`src/sv/rng_pkg.sv`:
```
// ----------------------------------------------------------------------------
// rng_pkg
// Shared types and constants for the radius neighbor graph block.
// ----------------------------------------------------------------------------
package rng_pkg;

  localparam int IDX_W        = 6;
  localparam int DEG_W        = 6;
  localparam int RADIUS_W     = 33;
  localparam int OUT_W        = 16;
  localparam int MAX_RESULTS  = 63;
  localparam logic [RADIUS_W-1:0] RADIUS_RESET = 33'd57600;

  typedef enum logic [1:0] {
    CMD_CLEAR = 2'd0,
    CMD_LOAD  = 2'd1,
    CMD_QUERY = 2'd2
  } cmd_t;

  typedef enum logic [1:0] {
    ST_OK    = 2'd0,
    ST_FULL  = 2'd1,
    ST_RANGE = 2'd2
  } status_t;

  typedef enum logic [3:0] {
    S_IDLE,
    S_RESP,
    S_Q_RD,
    S_Q_CAP,
    S_PT_ADDR,
    S_PT_DIFF,
    S_PT_SQX,
    S_PT_SQY,
    S_PT_CMP,
    S_DONE
  } state_t;

  // Step controls for the shared distance unit.
  typedef struct packed {
    logic load_ref;
    logic load_diff;
    logic sq_x;
    logic sq_y;
  } dist_ctrl_t;

endpackage

```
`src/sv/radius_neighbor_graph_top.sv`:
```
// ----------------------------------------------------------------------------
// radius_neighbor_graph_top
// Unit disk graph neighbor search over a stored set of fixed-point points.
// ----------------------------------------------------------------------------
// The block holds up to MAX_POINTS points with signed Q12.4 coordinates. A
// clear request empties the set, a load request appends one point (a load
// into a full set is dropped and answered with status "full"), and a query
// request names a node and returns, in ascending index order, one result for
// every other stored node whose squared distance is strictly below
// radius_sq; the final result of a query carries tlast and the degree. Clear,
// load, an out-of-range query and a query with no neighbors each return one
// empty result with tlast set, and command code three is ignored with no
// result. A query walks every stored point once through the single shared
// distance unit: for each other stored point it takes a memory read, the
// differences, each of the two squares on the one multiplier in turn, and
// the add and compare; the queried node itself is skipped, and acceptance,
// setup and finish are steps of their own. A stalled result channel can
// hold a query or a response. The block accepts a new request only when the
// previous one is done, but the last result may still wait in the output
// register. The radius_sq register may be written only while the block is
// idle.
// ----------------------------------------------------------------------------
module radius_neighbor_graph_top #(
  parameter int MAX_POINTS = 64,
  parameter int COORD_BITS = 16,
  localparam int IN_W = ((2 * COORD_BITS + rng_pkg::IDX_W + 7) / 8) * 8
) (
  input  logic                         clk,
  input  logic                         rst_n,
  // Request channel.
  input  logic                         in_tvalid,
  output logic                         in_tready,
  // in_tdata, from bit 0: coord_x, coord_y, node_index, zero padding.
  input  logic [IN_W-1:0]              in_tdata,
  // in_tuser: cmd.
  input  logic [1:0]                   in_tuser,
  // Result channel.
  output logic                         out_tvalid,
  input  logic                         out_tready,
  // out_tdata, from bit 0: neighbor, degree, status, zero padding.
  output logic [rng_pkg::OUT_W-1:0]    out_tdata,
  // out_tuser: has_neighbor.
  output logic                         out_tuser,
  output logic                         out_tlast,
  // Configuration write channel for radius_sq.
  input  logic                         cfg_valid,
  output logic                         cfg_ready,
  input  logic [rng_pkg::RADIUS_W-1:0] cfg_data
);

  localparam int AW = (MAX_POINTS > 1) ? $clog2(MAX_POINTS) : 1;
  localparam int CW = $clog2(MAX_POINTS + 1);
  localparam int NW = (CW > rng_pkg::IDX_W) ? CW : rng_pkg::IDX_W;
  localparam int IW = rng_pkg::IDX_W;
  localparam int GW = rng_pkg::DEG_W;

  // Request fields.
  logic [COORD_BITS-1:0] in_x, in_y;
  logic [IW-1:0]         in_node;
  rng_pkg::cmd_t         in_cmd;

  assign in_x    = in_tdata[COORD_BITS-1:0];
  assign in_y    = in_tdata[2*COORD_BITS-1:COORD_BITS];
  assign in_node = in_tdata[2*COORD_BITS+IW-1:2*COORD_BITS];
  assign in_cmd  = rng_pkg::cmd_t'(in_tuser);

  // Control and payload registers.
  rng_pkg::state_t             state_r, state_nxt;
  logic [CW-1:0]               count_r, count_nxt;
  logic [CW-1:0]               j_r, j_nxt;
  logic [GW-1:0]               deg_r, deg_nxt;
  logic [AW-1:0]               node_r, node_nxt;
  rng_pkg::status_t            status_r, status_nxt;
  logic                        pend_valid_r, pend_valid_nxt;
  logic [IW-1:0]               pend_nb_r, pend_nb_nxt;
  logic [GW-1:0]               pend_deg_r, pend_deg_nxt;
  logic                        out_valid_r, out_valid_nxt;
  logic [IW-1:0]               out_nb_r, out_nb_nxt;
  logic                        out_has_r, out_has_nxt;
  logic [GW-1:0]               out_deg_r, out_deg_nxt;
  logic                        out_last_r, out_last_nxt;
  rng_pkg::status_t            out_st_r, out_st_nxt;
  logic [rng_pkg::RADIUS_W-1:0] radius_r;

  logic accept, full, node_ok, out_free, hit, push, mem_we;
  logic [AW-1:0]               raddr;
  logic [2*COORD_BITS-1:0]     rdata;
  rng_pkg::dist_ctrl_t         dctrl;

  assign accept   = in_tvalid && in_tready;
  assign full     = count_r >= CW'(MAX_POINTS);
  assign node_ok  = NW'(in_node) < NW'(count_r);
  assign out_free = !out_valid_r || out_tready;
  assign in_tready = (state_r == rng_pkg::S_IDLE);
  assign cfg_ready = 1'b1;

  // The memory read port serves the queried node during setup and the
  // scanned point otherwise.
  assign raddr  = (state_r == rng_pkg::S_Q_RD) ? node_r : AW'(j_r);
  assign mem_we = accept && (in_cmd == rng_pkg::CMD_LOAD) && !full;

  rng_point_mem #(
    .DEPTH (MAX_POINTS),
    .AW    (AW),
    .DW    (2 * COORD_BITS)
  ) u_mem (
    .clk   (clk),
    .we    (mem_we),
    .waddr (AW'(count_r)),
    .wdata ({in_y, in_x}),
    .raddr (raddr),
    .rdata (rdata)
  );

  rng_dist_unit #(
    .COORD_BITS (COORD_BITS)
  ) u_dist (
    .clk    (clk),
    .ctrl   (dctrl),
    .rd_x   (rdata[COORD_BITS-1:0]),
    .rd_y   (rdata[2*COORD_BITS-1:COORD_BITS]),
    .radius (radius_r),
    .hit    (hit)
  );

  // Next state.
  always_comb begin
    state_nxt = state_r;
    case (state_r)
      rng_pkg::S_IDLE: begin
        if (accept) begin
          case (in_cmd)
            rng_pkg::CMD_CLEAR: state_nxt = rng_pkg::S_RESP;
            rng_pkg::CMD_LOAD:  state_nxt = rng_pkg::S_RESP;
            rng_pkg::CMD_QUERY: state_nxt = node_ok ? rng_pkg::S_Q_RD : rng_pkg::S_RESP;
            default:            state_nxt = rng_pkg::S_IDLE;
          endcase
        end
      end
      rng_pkg::S_RESP: begin
        if (out_free) state_nxt = rng_pkg::S_IDLE;
      end
      rng_pkg::S_Q_RD:  state_nxt = rng_pkg::S_Q_CAP;
      rng_pkg::S_Q_CAP: state_nxt = rng_pkg::S_PT_ADDR;
      rng_pkg::S_PT_ADDR: begin
        if (j_r >= count_r || deg_r == GW'(rng_pkg::MAX_RESULTS)) begin
          state_nxt = rng_pkg::S_DONE;
        end else if (j_r != CW'(node_r)) begin
          state_nxt = rng_pkg::S_PT_DIFF;
        end
      end
      rng_pkg::S_PT_DIFF: state_nxt = rng_pkg::S_PT_SQX;
      rng_pkg::S_PT_SQX:  state_nxt = rng_pkg::S_PT_SQY;
      rng_pkg::S_PT_SQY:  state_nxt = rng_pkg::S_PT_CMP;
      rng_pkg::S_PT_CMP: begin
        if (!(hit && pend_valid_r && !out_free)) state_nxt = rng_pkg::S_PT_ADDR;
      end
      rng_pkg::S_DONE: begin
        if (out_free) state_nxt = rng_pkg::S_IDLE;
      end
      default: state_nxt = rng_pkg::S_IDLE;
    endcase
  end

  // Datapath and result control.
  always_comb begin
    count_nxt      = count_r;
    j_nxt          = j_r;
    deg_nxt        = deg_r;
    node_nxt       = node_r;
    status_nxt     = status_r;
    pend_valid_nxt = pend_valid_r;
    pend_nb_nxt    = pend_nb_r;
    pend_deg_nxt   = pend_deg_r;
    dctrl          = '0;
    push           = 1'b0;
    out_nb_nxt     = out_nb_r;
    out_has_nxt    = out_has_r;
    out_deg_nxt    = out_deg_r;
    out_last_nxt   = out_last_r;
    out_st_nxt     = out_st_r;
    case (state_r)
      rng_pkg::S_IDLE: begin
        if (accept) begin
          status_nxt = rng_pkg::ST_OK;
          j_nxt      = '0;
          deg_nxt    = '0;
          node_nxt   = AW'(in_node);
          case (in_cmd)
            rng_pkg::CMD_CLEAR: count_nxt = '0;
            rng_pkg::CMD_LOAD: begin
              if (full) begin
                status_nxt = rng_pkg::ST_FULL;
              end else begin
                count_nxt = count_r + CW'(1);
              end
            end
            rng_pkg::CMD_QUERY: begin
              if (!node_ok) status_nxt = rng_pkg::ST_RANGE;
            end
            default: ;
          endcase
        end
      end
      rng_pkg::S_RESP: begin
        if (out_free) begin
          push         = 1'b1;
          out_nb_nxt   = '0;
          out_has_nxt  = 1'b0;
          out_deg_nxt  = '0;
          out_last_nxt = 1'b1;
          out_st_nxt   = status_r;
        end
      end
      rng_pkg::S_Q_CAP: dctrl.load_ref = 1'b1;
      rng_pkg::S_PT_ADDR: begin
        // The queried node itself is skipped here.
        if (j_r < count_r && deg_r != GW'(rng_pkg::MAX_RESULTS) && j_r == CW'(node_r)) begin
          j_nxt = j_r + CW'(1);
        end
      end
      rng_pkg::S_PT_DIFF: dctrl.load_diff = 1'b1;
      rng_pkg::S_PT_SQX:  dctrl.sq_x = 1'b1;
      rng_pkg::S_PT_SQY:  dctrl.sq_y = 1'b1;
      rng_pkg::S_PT_CMP: begin
        if (hit) begin
          // A new neighbor pushes the held one out; the newest one is held
          // back until we know whether it is the last.
          if (!pend_valid_r || out_free) begin
            if (pend_valid_r) begin
              push         = 1'b1;
              out_nb_nxt   = pend_nb_r;
              out_has_nxt  = 1'b1;
              out_deg_nxt  = pend_deg_r;
              out_last_nxt = 1'b0;
              out_st_nxt   = rng_pkg::ST_OK;
            end
            pend_valid_nxt = 1'b1;
            pend_nb_nxt    = IW'(j_r);
            pend_deg_nxt   = deg_r + GW'(1);
            deg_nxt        = deg_r + GW'(1);
            j_nxt          = j_r + CW'(1);
          end
        end else begin
          j_nxt = j_r + CW'(1);
        end
      end
      rng_pkg::S_DONE: begin
        if (out_free) begin
          push           = 1'b1;
          out_nb_nxt     = pend_valid_r ? pend_nb_r : '0;
          out_has_nxt    = pend_valid_r;
          out_deg_nxt    = pend_valid_r ? pend_deg_r : '0;
          out_last_nxt   = 1'b1;
          out_st_nxt     = rng_pkg::ST_OK;
          pend_valid_nxt = 1'b0;
        end
      end
      default: ;
    endcase
    out_valid_nxt = push || (out_valid_r && !out_tready);
  end

  always_ff @(posedge clk) begin
    if (!rst_n) begin
      state_r      <= rng_pkg::S_IDLE;
      count_r      <= '0;
      j_r          <= '0;
      deg_r        <= '0;
      status_r     <= rng_pkg::ST_OK;
      pend_valid_r <= 1'b0;
      out_valid_r  <= 1'b0;
      radius_r     <= rng_pkg::RADIUS_RESET;
    end else begin
      state_r      <= state_nxt;
      count_r      <= count_nxt;
      j_r          <= j_nxt;
      deg_r        <= deg_nxt;
      status_r     <= status_nxt;
      pend_valid_r <= pend_valid_nxt;
      out_valid_r  <= out_valid_nxt;
      if (cfg_valid && cfg_ready) begin
        radius_r <= cfg_data;
      end
    end
  end

  always_ff @(posedge clk) begin
    node_r     <= node_nxt;
    pend_nb_r  <= pend_nb_nxt;
    pend_deg_r <= pend_deg_nxt;
    out_nb_r   <= out_nb_nxt;
    out_has_r  <= out_has_nxt;
    out_deg_r  <= out_deg_nxt;
    out_last_r <= out_last_nxt;
    out_st_r   <= out_st_nxt;
  end

  assign out_tvalid = out_valid_r;
  assign out_tdata  = {2'b00, out_st_r, out_deg_r, out_nb_r};
  assign out_tuser  = out_has_r;
  assign out_tlast  = out_last_r;

  // The point count never runs past the store depth.
  a_count_bound: assert property (@(posedge clk) disable iff (!rst_n)
    count_r <= CW'(MAX_POINTS))
    else $error("point count exceeds store depth");

  // A held neighbor always carries a nonzero degree.
  a_pend_degree: assert property (@(posedge clk) disable iff (!rst_n)
    pend_valid_r |-> pend_deg_r != '0)
    else $error("held neighbor has zero degree");

  // The queried node is never compared against itself.
  a_skip_self: assert property (@(posedge clk) disable iff (!rst_n)
    state_r == rng_pkg::S_PT_DIFF |-> j_r != CW'(node_r))
    else $error("queried node scanned as its own neighbor");

  // A clear request empties the set.
  a_clear: assert property (@(posedge clk) disable iff (!rst_n)
    accept && in_cmd == rng_pkg::CMD_CLEAR |=> count_r == '0)
    else $error("clear did not empty the set");

  // A load into a set with room adds exactly one point.
  a_load: assert property (@(posedge clk) disable iff (!rst_n)
    accept && in_cmd == rng_pkg::CMD_LOAD && !full |=> count_r == $past(count_r) + CW'(1))
    else $error("load did not advance the point count");

endmodule

```
`src/sv/rng_point_mem.sv`:
```
// ----------------------------------------------------------------------------
// rng_point_mem
// Point store: one write port, one read port with registered read data.
// ----------------------------------------------------------------------------
module rng_point_mem #(
  parameter int DEPTH = 64,
  parameter int AW    = 6,
  parameter int DW    = 32
) (
  input  logic          clk,
  input  logic          we,
  input  logic [AW-1:0] waddr,
  input  logic [DW-1:0] wdata,
  input  logic [AW-1:0] raddr,
  output logic [DW-1:0] rdata
);

  logic [DW-1:0] mem [DEPTH];
  logic [DW-1:0] rdata_r;

  always_ff @(posedge clk) begin
    if (we) begin
      mem[waddr] <= wdata;
    end
    rdata_r <= mem[raddr];
  end

  assign rdata = rdata_r;

endmodule

```
`src/sv/rng_dist_unit.sv`:
```
// ----------------------------------------------------------------------------
// rng_dist_unit
// Shared squared-distance unit: one subtract stage, one multiplier used for
// both axes in turn, and a final add and compare against the radius.
// ----------------------------------------------------------------------------
module rng_dist_unit #(
  parameter int COORD_BITS = 16
) (
  input  logic                          clk,
  input  rng_pkg::dist_ctrl_t           ctrl,
  input  logic [COORD_BITS-1:0]         rd_x,
  input  logic [COORD_BITS-1:0]         rd_y,
  input  logic [rng_pkg::RADIUS_W-1:0]  radius,
  output logic                          hit
);

  localparam int PW = 2 * COORD_BITS;
  localparam int SW = (PW + 1 > rng_pkg::RADIUS_W) ? PW + 1 : rng_pkg::RADIUS_W;

  logic [COORD_BITS-1:0] ref_x_r, ref_y_r;
  logic [COORD_BITS-1:0] dx_r, dy_r;
  logic [PW-1:0]         sx_r, sy_r;

  logic signed [COORD_BITS:0] diff_x, diff_y;
  logic [COORD_BITS:0]        mag_x, mag_y;
  logic [COORD_BITS-1:0]      mul_op;
  logic [PW-1:0]              prod;
  logic [SW-1:0]              sum;

  // Differences are formed one bit wider so they cannot wrap.
  assign diff_x = $signed({rd_x[COORD_BITS-1], rd_x}) - $signed({ref_x_r[COORD_BITS-1], ref_x_r});
  assign diff_y = $signed({rd_y[COORD_BITS-1], rd_y}) - $signed({ref_y_r[COORD_BITS-1], ref_y_r});
  assign mag_x  = diff_x[COORD_BITS] ? (COORD_BITS+1)'(-diff_x) : diff_x;
  assign mag_y  = diff_y[COORD_BITS] ? (COORD_BITS+1)'(-diff_y) : diff_y;

  assign mul_op = ctrl.sq_y ? dy_r : dx_r;
  assign prod   = PW'(mul_op) * PW'(mul_op);

  // The sum is at least one bit wider than a square, so the exact sum always
  // fits and never needs saturation.
  assign sum = SW'(sx_r) + SW'(sy_r);
  assign hit = sum < SW'(radius);

  always_ff @(posedge clk) begin
    if (ctrl.load_ref) begin
      ref_x_r <= rd_x;
      ref_y_r <= rd_y;
    end
    if (ctrl.load_diff) begin
      dx_r <= mag_x[COORD_BITS-1:0];
      dy_r <= mag_y[COORD_BITS-1:0];
    end
    if (ctrl.sq_x) begin
      sx_r <= prod;
    end
    if (ctrl.sq_y) begin
      sy_r <= prod;
    end
  end

endmodule

```
`config.mk`:
```
export PLATFORM = sky130hd
export DESIGN_NAME = radius_neighbor_graph_top
export DESIGN_NICKNAME = d
export VERILOG_FILES = /design/src/sv/rng_pkg.sv /design/src/sv/radius_neighbor_graph_top.sv /design/src/sv/rng_point_mem.sv /design/src/sv/rng_dist_unit.sv
export SDC_FILE = /design/constraint.sdc
export NUM_CORES = 2
export LEC_CHECK = 0
export BUFFER_PORTS_ARGS = -buffer_cell sky130_fd_sc_hd__buf_2
export CELL_PAD_IN_SITES_DETAIL_PLACEMENT = 1
export CELL_PAD_IN_SITES_GLOBAL_PLACEMENT = 1
export CORE_AREA = 8 8 433 435
export CTS_BUF_LIST = sky130_fd_sc_hd__clkbuf_16
export DETAILED_ROUTE_END_ITERATION = 8
export DIE_AREA = 0 0 441 443
export MAX_ROUTING_LAYER = met4
export PLACE_DENSITY_LB_ADDON = 0.2
export RECOVER_POWER = 50
export SYNTH_ARGS = -nofsm -noshare
export SYNTH_HDL_FRONTEND = slang
export SYNTH_HIERARCHICAL = 1
export SYNTH_SLANG_ARGS = --single-unit
```
`constraint.sdc`:
```
create_clock -name clk -period 10.3 [get_ports clk]
set_input_delay 0 -clock clk [delete_from_list [all_inputs] [get_ports clk]]
set_output_delay 0 -clock clk [all_outputs]
set_load 0.02 [all_outputs]
```
==> flow_summary_export.csv <==
group,metric,value,unit
global_routing,grt_pass1_vias,58200,
final_layout,final_core_util,0.618,
sta,fin_crit_sh,0.880,
power_and_ir_drop,peakVddDrop,0.140,mV
logic_synthesis,ys.flop_type,"edfxtp_1",
sta,finalSetupViolations,0,
setup_path,critPathMaxFanout,20,
clocking,worstSkewPairLatency,870,ps
setup_path,crit_family,"adder cells",
setup_path,r2r_slack,1230,ps
logic_synthesis,synth_area,98500,um2
clocking,clock-sinks,2301,
power_and_ir_drop,power,0.0192,W
min_path,hold_path_class,"primary input to register",
setup_path,worstReg2RegStart,"state_r[3]$_SDFFE_PN0P_",
run,cap_violations,36,
drt,drc_errors,0,
min_path,hold_end,"out_tvalid$_SDFF_PN0_",
drt,drt_iter0_markers,6344,
status,status,"complete, but fails checks",
final_layout,layout-drive-gt1-share,0.176,
global_routing,grt_usage,0.285,
drt,postRouteAntennaNets,0,
logic_synthesis,ys_seq_area_frac,0.692,
sta,hold_viol,0,
power_and_ir_drop,p_seq_frac,0.540,
setup_path,crit_buf_inv,5,
final_layout,nFillCells,15600,
logic_synthesis,async_flop_share,0,
power_and_ir_drop,power.share.clock,0.421,
global_routing,grt-ovfl-total,0,
power_and_ir_drop,combPwrFrac,0.039,
placed_design,dp_cells,7934,
drt,viasPerCell,6.38,
placed_design,portBuffers,95,
setup_path,cp_slowest_cell,"mux2i_1",
placed_design,hpwl,157000,um
logic_synthesis,yosys.area.top_type_share,0.673,
logic_synthesis,synth_area_per_cell,17.7,um2
clocking,cts_tree,"yes",
setup_path,cp_slowest_stage_delay,980,ps
setup_path,cp.depth,26,
setup_path,r2r-end,"u_dist/sy_r[28]$_DFFE_PP_",
final_layout,layout.cells.non_filler,8542,
setup_path,worstSetupStartpointType,"register",
min_path,hold_start,"out_tready",
floorplanning,chipHeight,443,um
floorplanning,fp.dieArea,195000,um2
clocking,root_buffer,"clkbuf_16",
logic_synthesis,netlist.top_cell.by_area,"edfxtp_1",
power_and_ir_drop,leakage,36.8,nW
placed_design,place_congestion,0.875,
drt,routed_wl,273000,um
logic_synthesis,synthTopCellsByArea,"edfxtp_1 67%, mux4_2 10%, fa_1 3.4%, ha_1 2.7%, dfxtp_1 1.9%",
sta,fin_hold_ws,131,ps
sta,tns,0,ps
final_layout,area_growth,13.0,%
logic_synthesis,ys_ff_latch,2301,
clocking,path_clk_slew,70,ps
power_and_ir_drop,switchingPower,0.00409,W
global_routing,grt_max_degree,115,
logic_synthesis,synth_edf_count,2208,
floorplanning,initial_core_util,0.547,
power_and_ir_drop,switching_share,0.213,
status,violations,"max-capacitance violations, max-slew violations",
drt,wl_per_cell,31.9,um
setup_path,path_common_cell,"fa_1",
logic_synthesis,yosysWarnings,6,
sta,rsz0062_at_grt,"false",
power_and_ir_drop,p_per_area,172,nW/um2
final_layout,register_area,68200,um2
sta,skew,63.4,ps
floorplanning,coreArea,180000,um2
sta,relSlewSlack,-1.49,
clocking,htree_levels,4,
final_layout,multiInputGateArea,28200,um2
sta,worst_pin_slew,3740,ps
setup_path,rr_worst_depth,26,
sta,min_period,9070,ps
drt,dr_total_vias,54500,
min_path,hold_path_depth,5,
floorplanning,io_pins,101,
sta,max_freq,110,MHz
logic_synthesis,syn-instance-count,5562,
final_layout,fin_nets,6433,
drt,firstDrtPassIters,6,
setup_path,critPathRequiredTime,10850,ps
global_routing,grt_first_pass_wirelength,395000,um
logic_synthesis,ys_types,96,
global_routing,antenna_found_initial,18,
sta,drv_slew,2211,
setup_path,timing.critical_path.arrival,9620,ps
clocking,cts.path.max_buffers,3,
setup_path,critical_path_class,"register to register",
floorplanning,die_x,441,um
clocking,cts_buffers,226,
floorplanning,core.rowCount,156,
power_and_ir_drop,p_int,0.0151,W
setup_path,worstSetupEndpointType,"register",
power by group through the flow:
stage | clock network (W) | logic (W) | registers (W)
floorplan | 0 | 0.000348 | 0.0105
finish | 0.00807 | 0.000751 | 0.0103
global route | 0.00845 | 0.000796 | 0.0103
global placement | 0 | 0.000652 | 0.0105
detailed placement | 0 | 0.000681 | 0.0105
CTS | 0.00817 | 0.000744 | 0.0103
tightest hold or removal path: cells and delay by family:
| kind | cells | cell delay (ps) |
|---|---|---|
| buf+inv | 2 | 670 |
| simple gates | 3 | 290 |
state kept, by name, summed over array words and instances, names as in the netlist, 4 cells and up:
signal / count
count_r: 7
deg_r: 6
j_r: 7
node_r: 6
out_deg_r: 6
out_nb_r: 6
pend_deg_r: 6
pend_nb_r: 6
radius_r: 33
state_r: 4
u_dist/dx_r: 16
u_dist/dy_r: 16
u_dist/ref_x_r: 16
u_dist/ref_y_r: 16
u_dist/sx_r: 31
u_dist/sy_r: 31
u_mem/mem: 2048
u_mem/rdata: 32
worst max path at each step:
stage | from | to
6_report | state_r[3]$_SDFFE_PN0P_ | u_dist/sy_r[28]$_DFFE_PP_
5_1_grt | state_r[3]$_SDFFE_PN0P_ | u_dist/sx_r[31]$_DFFE_PP_
2_1_floorplan | state_r[3]$_SDFFE_PN0P_ | u_dist/sx_r[31]$_DFFE_PP_
4_1_cts | state_r[3]$_SDFFE_PN0P_ | u_dist/sy_r[28]$_DFFE_PP_
3_5_place_dp | state_r[3]$_SDFFE_PN0P_ | u_dist/sy_r[28]$_DFFE_PP_
3_3_place_gp | state_r[3]$_SDFFE_PN0P_ | u_dist/sx_r[31]$_DFFE_PP_
final cells by class:
class                           count  area share
Tap cell                         2370      0.0266
Timing Repair Buffer              427      0.0300
Inverter                          372      0.0126
Clock inverter                    185      0.0134
Multi-Input combinational cell   2645       0.253
Antenna cell                       13    0.000292
Sequential cell                  2301       0.612
Clock buffer                      229      0.0515
cell families (layout without fill, tap and decap cells):
group,count (synthesis),in the layout,synth area share
flip-flops,2301,2301,0.692
AND/OR/NAND/NOR,889,889,0.0436
other,2,16,0.0000762
adder cells (fa/ha/maj),380,380,0.0609
XOR/XNOR,110,110,0.00993
buffers and inverters,617,1213,0.0275
AO/OA/AOI/OAI,610,610,0.0425
multiplexers,653,653,0.123
cell usage after synthesis, drive strengths merged, types with 6 or more instances:
cell type,n
nand4,58
nand2,218
clkbuf,132
a311oi,7
a21boi,6
buf,113
o221ai,46
and4b,6
a22oi,77
edfxtp,2208
nor2,261
a21o,46
nand3,101
a21oi,92
and3,33
a211o,7
nor2b,59
o21bai,8
mux2,34
xnor2,69
nor3,42
xor2,41
mux2i,173
nand2b,27
clkinv,7
ha,214
nor4,7
o21ai,101
a31oi,35
nor3b,10
inv,365
or2,9
or3,18
o21a,20
o41ai,9
and2,16
or4,7
o22ai,69
o22a,7
fa,166
mux4,446
a211oi,35
dfxtp,93
stage by stage:
stage	setup WS (ps)	instance area [um2]
floorplan	973	98500
global placement	1660	102000
detailed placement	1490	102000
CTS	1400	111000
global route	765	111000
finish	1230	111000
what timing repair did:
action,in CTS,in global routing
gates resized for setup,0,0
hold buffers,181,0
buffers inserted,0,0
hold endpoints to repair,2137,0
routing by layer:
| metal | track usage | routed length, um | part of all wire |
|---|---|---|---|
| met5 | - | 0 | 0 |
| met4 | 0.0991 | 10700 | 0.039 |
| met3 | 0.0503 | 25300 | 0.093 |
| met2 | 0.459 | 133000 | 0.49 |
| met1 | 0.369 | 104000 | 0.38 |
cell usage in the layout (no fill, tap or decap), types with 55 or more instances in the layout:
cell type and n:
buf_4 109, nor2b_1 55, a22oi_1 77, buf_2 64
nand4_1 58, edfxtp_1 2208, ha_1 214, o21ai_0 95
dfxtp_1 93, clkbuf_16 229, fa_1 166, inv_1 407
o22ai_1 69, clkinv_1 61, nand2_1 218, nor2_4 58
xnor2_1 67, a21oi_1 91, dlygate4sd3_1 181, mux4_2 446
nand3_1 101, clkbuf_1 66, nor2_1 202, mux2i_1 173
Power figures use the tool's default switching activity.
